File: src/hw/rtl/tag_length_packet_deframer_top_macros.svh
// assertion macros shared by the deframer rtl
// expects a clock named clk and an active-low reset named arst_n in scope
`ifndef TAG_LENGTH_PACKET_DEFRAMER_TOP_MACROS_SVH
`define TAG_LENGTH_PACKET_DEFRAMER_TOP_MACROS_SVH

`ifndef ASSERT_OFF

`define TLPD_ASSERT_ALWAYS(label, expr, msg) \
	label: assert property (@(posedge clk) disable iff (!arst_n) (expr)) else $error(msg);

`define TLPD_ASSERT_IMPLIES(label, ante, cons, msg) \
	label: assert property (@(posedge clk) disable iff (!arst_n) (ante) |-> (cons)) \
		else $error(msg);

`define TLPD_ASSERT_NEXT(label, ante, cons, msg) \
	label: assert property (@(posedge clk) disable iff (!arst_n) (ante) |=> (cons)) \
		else $error(msg);

`else

`define TLPD_ASSERT_ALWAYS(label, expr, msg)
`define TLPD_ASSERT_IMPLIES(label, ante, cons, msg)
`define TLPD_ASSERT_NEXT(label, ante, cons, msg)

`endif

`endif

File: src/hw/rtl/tlpd_pkg.sv
// types, codes and tag table for the tag-length packet deframer
// no dependencies
package tlpd_pkg;

	localparam int MAX_PACKET_DEF = 11;

	// parser phases
	localparam logic [1:0] PH_TAG  = 2'd0;
	localparam logic [1:0] PH_LEN  = 2'd1;
	localparam logic [1:0] PH_DATA = 2'd2;
	localparam logic [1:0] PH_SKIP = 2'd3;

	// result kinds
	localparam logic [2:0] KIND_KEY      = 3'd0;
	localparam logic [2:0] KIND_VERSION  = 3'd1;
	localparam logic [2:0] KIND_TIME     = 3'd2;
	localparam logic [2:0] KIND_WAKEUP   = 3'd3;
	localparam logic [2:0] KIND_RESPONSE = 3'd4;
	localparam logic [2:0] KIND_BAD_TAG  = 3'd5;
	localparam logic [2:0] KIND_BAD_LEN  = 3'd6;

	// known tags
	localparam logic [7:0] TAG_KEY      = 8'hF1;
	localparam logic [7:0] TAG_VERSION  = 8'hDB;
	localparam logic [7:0] TAG_TIME     = 8'hFC;
	localparam logic [7:0] TAG_WAKEUP   = 8'hE7;
	localparam logic [7:0] TAG_RESPONSE = 8'hC5;

	typedef struct packed {
		logic       known;
		logic [3:0] total;
		logic [2:0] kind;
	} tag_info_t;

	function automatic tag_info_t tag_lookup(input logic [7:0] tag);
		tag_info_t info;
		info = '0;
		unique case (tag)
			TAG_KEY: begin
				info = '{known: 1'b1, total: 4'd3, kind: KIND_KEY};
			end
			TAG_VERSION: begin
				info = '{known: 1'b1, total: 4'd6, kind: KIND_VERSION};
			end
			TAG_TIME: begin
				info = '{known: 1'b1, total: 4'd11, kind: KIND_TIME};
			end
			TAG_WAKEUP: begin
				info = '{known: 1'b1, total: 4'd10, kind: KIND_WAKEUP};
			end
			TAG_RESPONSE: begin
				info = '{known: 1'b1, total: 4'd3, kind: KIND_RESPONSE};
			end
			default: begin
				info = '{known: 1'b0, total: 4'd0, kind: KIND_KEY};
			end
		endcase
		return info;
	endfunction

endpackage

File: src/hw/rtl/tag_length_packet_deframer_top.sv
// top level of the tag-length packet deframer
// depends on tlpd_pkg, tlpd_ram and the assertion macro header
//
// Takes one received serial byte per word on the input channel and returns each complete
// tag-length-payload packet as one result word per byte (tag first, with kind, index and
// last mark), or a single error word for an unknown tag or a wrong length byte. A byte is
// registered on entry and parsed in the next cycle, so the input takes one byte every cycle.
// A finished packet is read back from a double-banked packet ram one byte per unstalled cycle,
// in 3 to 11 result words per packet; the next packet is assembled in the other bank meanwhile.
// A byte that would produce a result while the previous packet is still being delivered waits
// in the input register, stalling the input, until the last result of that packet is taken.
`include "tag_length_packet_deframer_top_macros.svh"

module tag_length_packet_deframer_top
	import tlpd_pkg::*;
#(
	parameter int MAX_PACKET = MAX_PACKET_DEF
) (
	input  logic       clk,
	input  logic       arst_n,
	input  logic       in_valid,
	output logic       in_stall,
	input  logic [7:0] rx_byte,
	output logic       out_valid,
	input  logic       out_stall,
	output logic [2:0] packet_kind,
	output logic [7:0] out_byte,
	output logic [3:0] byte_index,
	output logic       last
);

	localparam int IDX_W  = $clog2(MAX_PACKET);
	localparam int ADDR_W = IDX_W + 1;
	localparam int DEPTH  = 2 ** ADDR_W;

	// input register
	logic       s1_valid_s1;
	logic [7:0] s1_byte_s1;

	// parser state
	logic [1:0] phase_q;
	logic [7:0] current_tag_q;
	logic [3:0] exp_total_q;
	logic [3:0] byte_count_q;
	logic [7:0] skip_q;
	logic       wr_bank_q;

	// emitter state
	logic       out_valid_q;
	logic       out_err_q;
	logic [2:0] out_kind_q;
	logic [3:0] out_idx_q;
	logic [3:0] out_total_q;
	logic       rd_bank_q;

	tag_info_t  in_info;
	tag_info_t  cur_info;
	logic       bad_tag;
	logic       len_ok;
	logic [3:0] count_inc;
	logic       pkt_done;
	logic       needs_emit;
	logic       err_res;
	logic [2:0] res_kind;
	logic       emit_free;
	logic       s1_adv;
	logic       s1_fire;
	logic       emit_load;
	logic       out_take;
	logic       last_o;

	logic              ram_wr_en;
	logic [ADDR_W-1:0] ram_wr_addr;
	logic              ram_rd_en;
	logic [ADDR_W-1:0] ram_rd_addr;
	logic [7:0]        ram_rd_data;

	always_comb begin
		in_info   = tag_lookup(s1_byte_s1);
		cur_info  = tag_lookup(current_tag_q);
		bad_tag   = !in_info.known || (int'(in_info.total) > MAX_PACKET);
		len_ok    = (({1'b0, s1_byte_s1} + 9'd2) == {5'd0, exp_total_q});
		count_inc = byte_count_q + 4'd1;
		pkt_done  = (count_inc >= exp_total_q);

		needs_emit = 1'b0;
		err_res    = 1'b0;
		res_kind   = cur_info.kind;
		unique case (phase_q)
			PH_TAG: begin
				needs_emit = bad_tag;
				err_res    = 1'b1;
				res_kind   = KIND_BAD_TAG;
			end
			PH_LEN: begin
				needs_emit = !len_ok;
				err_res    = 1'b1;
				res_kind   = KIND_BAD_LEN;
			end
			PH_DATA: begin
				needs_emit = pkt_done;
			end
			PH_SKIP: begin
				needs_emit = 1'b0;
			end
			default: begin
				needs_emit = 1'b0;
			end
		endcase
	end

	assign last_o    = out_err_q || ((out_idx_q + 4'd1) == out_total_q);
	assign out_take  = out_valid_q && !out_stall;
	assign emit_free = !out_valid_q || (out_take && last_o);
	assign s1_adv    = !needs_emit || emit_free;
	assign s1_fire   = s1_valid_s1 && s1_adv;
	assign emit_load = s1_fire && needs_emit;
	assign in_stall  = s1_valid_s1 && !s1_adv;

	// packet bytes go into the bank being assembled
	always_comb begin
		ram_wr_en   = 1'b0;
		ram_wr_addr = {wr_bank_q, IDX_W'(byte_count_q)};
		unique case (phase_q)
			PH_TAG: begin
				ram_wr_en   = s1_fire && !bad_tag;
				ram_wr_addr = {wr_bank_q, {IDX_W{1'b0}}};
			end
			PH_LEN: begin
				ram_wr_en   = s1_fire && len_ok;
				ram_wr_addr = {wr_bank_q, IDX_W'(1)};
			end
			PH_DATA: begin
				ram_wr_en = s1_fire;
			end
			PH_SKIP: begin
				ram_wr_en = 1'b0;
			end
			default: begin
				ram_wr_en = 1'b0;
			end
		endcase
	end

	// read index 0 of the finished bank on load, then one byte ahead per taken word
	assign ram_rd_en   = (emit_load && !err_res) || (out_take && !last_o);
	assign ram_rd_addr = emit_load ? {wr_bank_q, {IDX_W{1'b0}}}
		: {rd_bank_q, IDX_W'(out_idx_q + 4'd1)};

	tlpd_ram #(
		.WIDTH (8),
		.DEPTH (DEPTH)
	) u_ram (
		.clk     (clk),
		.wr_en   (ram_wr_en),
		.wr_addr (ram_wr_addr),
		.wr_data (s1_byte_s1),
		.rd_en   (ram_rd_en),
		.rd_addr (ram_rd_addr),
		.rd_data (ram_rd_data)
	);

	always_ff @(posedge clk or negedge arst_n) begin
		if (!arst_n) begin
			s1_valid_s1 <= 1'b0;
		end else if (!in_stall) begin
			s1_valid_s1 <= in_valid;
		end
	end

	always_ff @(posedge clk) begin
		if (!in_stall && in_valid) begin
			s1_byte_s1 <= rx_byte;
		end
	end

	always_ff @(posedge clk or negedge arst_n) begin
		if (!arst_n) begin
			phase_q       <= PH_TAG;
			current_tag_q <= 8'd0;
			exp_total_q   <= 4'd0;
			byte_count_q  <= 4'd0;
			skip_q        <= 8'd0;
			wr_bank_q     <= 1'b0;
		end else if (s1_fire) begin
			unique case (phase_q)
				PH_TAG: begin
					if (bad_tag) begin
						current_tag_q <= 8'd0;
					end else begin
						current_tag_q <= s1_byte_s1;
						exp_total_q   <= in_info.total;
						byte_count_q  <= 4'd1;
						phase_q       <= PH_LEN;
					end
				end
				PH_LEN: begin
					if (len_ok) begin
						byte_count_q <= 4'd2;
						phase_q      <= PH_DATA;
					end else begin
						skip_q       <= s1_byte_s1;
						byte_count_q <= 4'd0;
						phase_q      <= (s1_byte_s1 == 8'd0) ? PH_TAG : PH_SKIP;
					end
				end
				PH_DATA: begin
					if (pkt_done) begin
						byte_count_q <= 4'd0;
						phase_q      <= PH_TAG;
						wr_bank_q    <= !wr_bank_q;
					end else begin
						byte_count_q <= count_inc;
					end
				end
				PH_SKIP: begin
					if (skip_q <= 8'd1) begin
						phase_q <= PH_TAG;
					end
					if (skip_q != 8'd0) begin
						skip_q <= skip_q - 8'd1;
					end
				end
				default: begin
					phase_q <= PH_TAG;
				end
			endcase
		end
	end

	always_ff @(posedge clk or negedge arst_n) begin
		if (!arst_n) begin
			out_valid_q <= 1'b0;
			out_err_q   <= 1'b0;
			out_kind_q  <= KIND_KEY;
			out_idx_q   <= 4'd0;
			out_total_q <= 4'd0;
			rd_bank_q   <= 1'b0;
		end else if (emit_load) begin
			out_valid_q <= 1'b1;
			out_err_q   <= err_res;
			out_kind_q  <= res_kind;
			out_idx_q   <= 4'd0;
			out_total_q <= exp_total_q;
			rd_bank_q   <= wr_bank_q;
		end else if (out_take) begin
			if (last_o) begin
				out_valid_q <= 1'b0;
			end else begin
				out_idx_q <= out_idx_q + 4'd1;
			end
		end
	end

	assign out_valid   = out_valid_q;
	assign packet_kind = out_kind_q;
	assign out_byte    = out_err_q ? 8'd0 : ram_rd_data;
	assign byte_index  = out_idx_q;
	assign last        = last_o;

	`TLPD_ASSERT_ALWAYS(a_skip_nonzero, phase_q != PH_SKIP || skip_q != 8'd0, "skip phase with zero count")
	`TLPD_ASSERT_IMPLIES(a_data_count, phase_q == PH_DATA, byte_count_q >= 4'd2 && byte_count_q < exp_total_q, "payload count out of range")
	`TLPD_ASSERT_IMPLIES(a_emit_idx, out_valid_q && !out_err_q, out_idx_q < out_total_q, "result index beyond packet")
	`TLPD_ASSERT_IMPLIES(a_bank_split, out_valid_q && !out_err_q, rd_bank_q != wr_bank_q, "read and write bank collide")
	`TLPD_ASSERT_NEXT(a_s1_hold, in_stall, s1_valid_s1 && $stable(s1_byte_s1), "stalled input byte lost")

endmodule

File: src/hw/rtl/tlpd_ram.sv
// generic single-write, single-read ram with registered read data
// no dependencies
module tlpd_ram #(
	parameter int WIDTH = 8,
	parameter int DEPTH = 32
) (
	input  logic                     clk,
	input  logic                     wr_en,
	input  logic [$clog2(DEPTH)-1:0] wr_addr,
	input  logic [WIDTH-1:0]         wr_data,
	input  logic                     rd_en,
	input  logic [$clog2(DEPTH)-1:0] rd_addr,
	output logic [WIDTH-1:0]         rd_data
);

	logic [WIDTH-1:0] mem_q [DEPTH];

	always_ff @(posedge clk) begin
		if (wr_en) begin
			mem_q[wr_addr] <= wr_data;
		end
		if (rd_en) begin
			rd_data <= mem_q[rd_addr];
		end
	end

endmodule
File: config.mk
export PLATFORM = sky130hd
export DESIGN_NAME = tag_length_packet_deframer_top
export DESIGN_NICKNAME = d
export VERILOG_FILES = /design/src/hw/rtl/tlpd_pkg.sv /design/src/hw/rtl/tag_length_packet_deframer_top.sv /design/src/hw/rtl/tlpd_ram.sv
export VERILOG_INCLUDE_DIRS = /design/src /design/src/hw/rtl
export SDC_FILE = /design/constraint.sdc
export NUM_CORES = 1
export LEC_CHECK = 0
export ABC_CLOCK_PERIOD_IN_PS = 8700
export CORE_ASPECT_RATIO = 1.4
export CORE_UTILIZATION = 45
export CTS_BUF_LIST = sky130_fd_sc_hd__clkbuf_4
export DETAILED_ROUTE_END_ITERATION = 12
export DONT_BUFFER_PORTS = 1
export SLEW_MARGIN = 20
export SYNTH_ARGS = -nofsm -noshare
export SYNTH_HDL_FRONTEND = slang
export SYNTH_SLANG_ARGS = --single-unit
File: constraint.sdc
create_clock -name clk -period 8.7 [get_ports clk]
set_input_delay 0.87 -clock clk [delete_from_list [all_inputs] [get_ports clk]]
set_output_delay 0.87 -clock clk [all_outputs]
set_load 0.02 [all_outputs]
==> results.md <==
* Outcome: finished, final reports clean
* Ratio of final minimum period to clock period at 0.539
* Worst IR drop on VDD at 161 uV
* Buffer and inverter count on the worst path at 1
* Die Wd at 149 microns
* DR pass1 iterations at 5
* Share of cells above drive strength 1 at 0.180
* Synth Net Count at 977
* FF/Latch Area at between 0.009 and 0.01 sq mm
* PD cells at ~300 mW/mm^2
* Worst-path clk slew at 0.06 ns
* Final Util at 0.498
* Largest net degree at the start of global routing at just over 60
* Layout overhead on the synthesized area at 9.12%
* R2R Setup Slk at 4.01 ns
* Slowest CP cell: dfrtp_4
* Crit path kind: flip-flop to flip-flop
* RSZ-0062 raised after global routing: false
* Num CTS Buffers at 76
* Die H at between 200 and 250 microns
* TritonCTS clock tree: done
* Drt total wl at about 34000 microns
* First-pass GRT wire length at between 50000 and 60000 microns
* Leak Pwr at 4.90 nW
* Most frequent cells in the layout: 272 x edfxtp_1, 106 x clkbuf_4, 66 x nand2_1
* CTS H-tree lvls at 3
* Final Critical Period at about 4.7 ns
* Vias in the first global route at between 8000 and 9000
* Top cell by count, worst path: o21a_1
* Worst setup path startpoint: byte_index[0]
* Buffers on Ports at 0
* Fillers at between 2000 and 3000
* Clock Skew at 0.0450 ns
* Worst Tran Pin Value at 0.831 ns
* Initial Util at 0.456
* Clk root buf: clkbuf_4
* Final-report max-slew violation count at 0
* Number of remaining DRC errors at 0
* Hold path start: rx_byte[7]
* Grt met3 use at 0.0434
* Max-cap viol count at 0
* First DRT Iteration DRCs at 699
* EDFF count, synth at 272
* Mapped Area at 0.0137 sq mm
* Hold EP: s1_byte_s1[7]
* Cells on worst reg2reg path at 10
* M1 GR Usage at 0.265
* Final hold viol count at 0
* Met2 usage at 0.396
* Synth unique cells at 76
* Max incr delay on CP at about 0.81 ns
* ANT nets after route at 0
* Via count at 8411
* Warnings, synthesis at 0
* Seq cells post-synth at 314
* Peak Freq at 213 MHz
* # clock sinks at 314
* CP endpoint kind: flip-flop
* Crit-path cells: ha_2, xor2_4, buf_4, xnor2_1, a41oi_2, nand2_1, o21a_1, o21a_1, nand4_1, nor2_1
* Wire per inst at 23.9 microns
* GRT Resource Usage Total at 0.226
* Placeable core region at 0.0299 sq mm
* Critical path arrival at 4.99 ns
* Synth Area per Inst at 14.3 sq um
* NumNets Final at 1014
* FP Rows at 75
* Insertion delay to the later sink of the worst-skew pair at about 0.71 ns
* Startpoint type of the worst setup path: flip-flop
* Placed insts at 1294
* Setup Buffers After CTS at 0
* Reg2reg end: u_ram.mem_q[3][6]
* Io pins at 30
* Hpwl dp at around 21000 microns
* Leading cell type in the layout, fill and taps excluded: edfxtp_1
* Top FF cell, synth: edfxtp_1
* Hold Path Class: primary input to flip-flop
* Area of placed instances at 0.0140 sq mm
* GR Overflow Total at 0
* Area of the multi-input gates at between 0.004 and 0.005 sq mm
* Fin area at 0.0149 sq mm
* Worst hold path depth at 0
* Die area at approximately 0.031 sq mm
* Final setup fails at 0
* Initial antenna violation count at 2
* GPL Wtd Cong at 0.827
* GR peak layer: met2
* Slew headroom at 0.445
* Cell Count, Final, Fillers Out at 1427
* Crit-path leading delay family: simple AND/OR/NAND/NOR gates
* Post-synth ARST share at 0.134
* Cells after synthesis at 952
* Final setup TNS at 0 ns
* Seq/Total Area, Yosys at 0.675
* Reg2reg start: byte_index[0]
* Clock Path Buffers at 3
* Req. time, crit path at 9.00 ns
* Number of vias per cell at 5.89
* Worst Path Max Fanout at 60
[worst max-delay path by stage]
stage | endpoint | slack [ns] | cells after the start
after floorplan | u_ram.mem_q[11][0] | 5.14 | 10
after global placement | u_ram.mem_q[18][4] | 4.07 | 10
after detailed placement | u_ram.mem_q[18][0] | 3.96 | 10
after CTS | u_ram.mem_q[18][1] | 3.91 | 10
after global routing | u_ram.mem_q[18][6] | 3.62 | 10
final | u_ram.mem_q[3][6] | 4.01 | 10
[kinds of logic after synthesis]
kind of cell / after synthesis / synth area share
buffers and inverters: 78 / 0.0278
muxes: 74 / 0.0774
adders and majority gates: 13 / 0.0119
xor gates and xnor gates: 20 / 0.0144
and+or+nand+nor: 268 / 0.100
DFF: 314 / 0.675
AOI/OAI and AO/OA: 185 / 0.0937
[through the flow]
stage / power [mW] / hold slack, ns / worst slack, ns
after floorplan: 2.97 / 0.467 / 5.14
after global placement: 3.34 / 0.482 / 4.07
after detailed placement: 3.35 / 0.495 / 3.96
after CTS: 4.48 / 0.213 / 3.91
after global routing: 4.69 / 0.216 / 3.62
final: 4.47 / 0.276 / 4.01
[cell usage after synthesis (19+ instances only)]
| cell | instances | area [sq um] |
|---|---|---|
| edfxtp_1 | 272 | 8170 |
| nor2_1 | 54 | 203 |
| nor4_1 | 19 | 119 |
| clkbuf_1 | 34 | 128 |
| mux4_2 | 23 | 518 |
| inv_1 | 19 | 71.3 |
| dfrtp_1 | 42 | 1050 |
| nand2_1 | 66 | 248 |
| mux2i_1 | 31 | 310 |
| nand3_1 | 43 | 215 |
| nor3_1 | 20 | 100 |
| o21ai_0 | 36 | 180 |
| a21oi_1 | 34 | 170 |
[power by group]
part,internal [mW],switching [mW]
registers,1.82,0.116
logic,0.459,0.944
clock network,0.560,0.569
total,2.84,1.63
[cell type report]
cell class	instances	share of cell area
sequential	314	0.619
timing repair buffer	18	0.0106
multi-input combinational	560	0.274
clock inverter	23	0.00596
clock buffer	106	0.0534
tap	385	0.0323
antenna	2	0.000336
inverter	19	0.00478
[state kept, by name (all words and copies together), names as in the netlist, 2 cells and up]
register,cells
u_ram.mem_q,256
current_tag_q,8
s1_byte_s1,8
skip_q,8
u_ram.rd_data,8
byte_count_q,4
byte_index,4
exp_total_q,4
out_total_q,4
packet_kind,3
phase_q,2
[per-layer routing]
layer  part of all wire  vias up
met4              0.031        0
met5                  0        -
li1                   -     3845
met3              0.054       67
met1               0.38     4203
met2               0.53      296
[repair_timing]
action                                 4_1_cts  5_1_grt
endpoints found under the hold margin       42        0
gates resized for setup                      0        0
hold buffers                                 2        0
No activity file was read; power rests on OpenSTA's default activity.
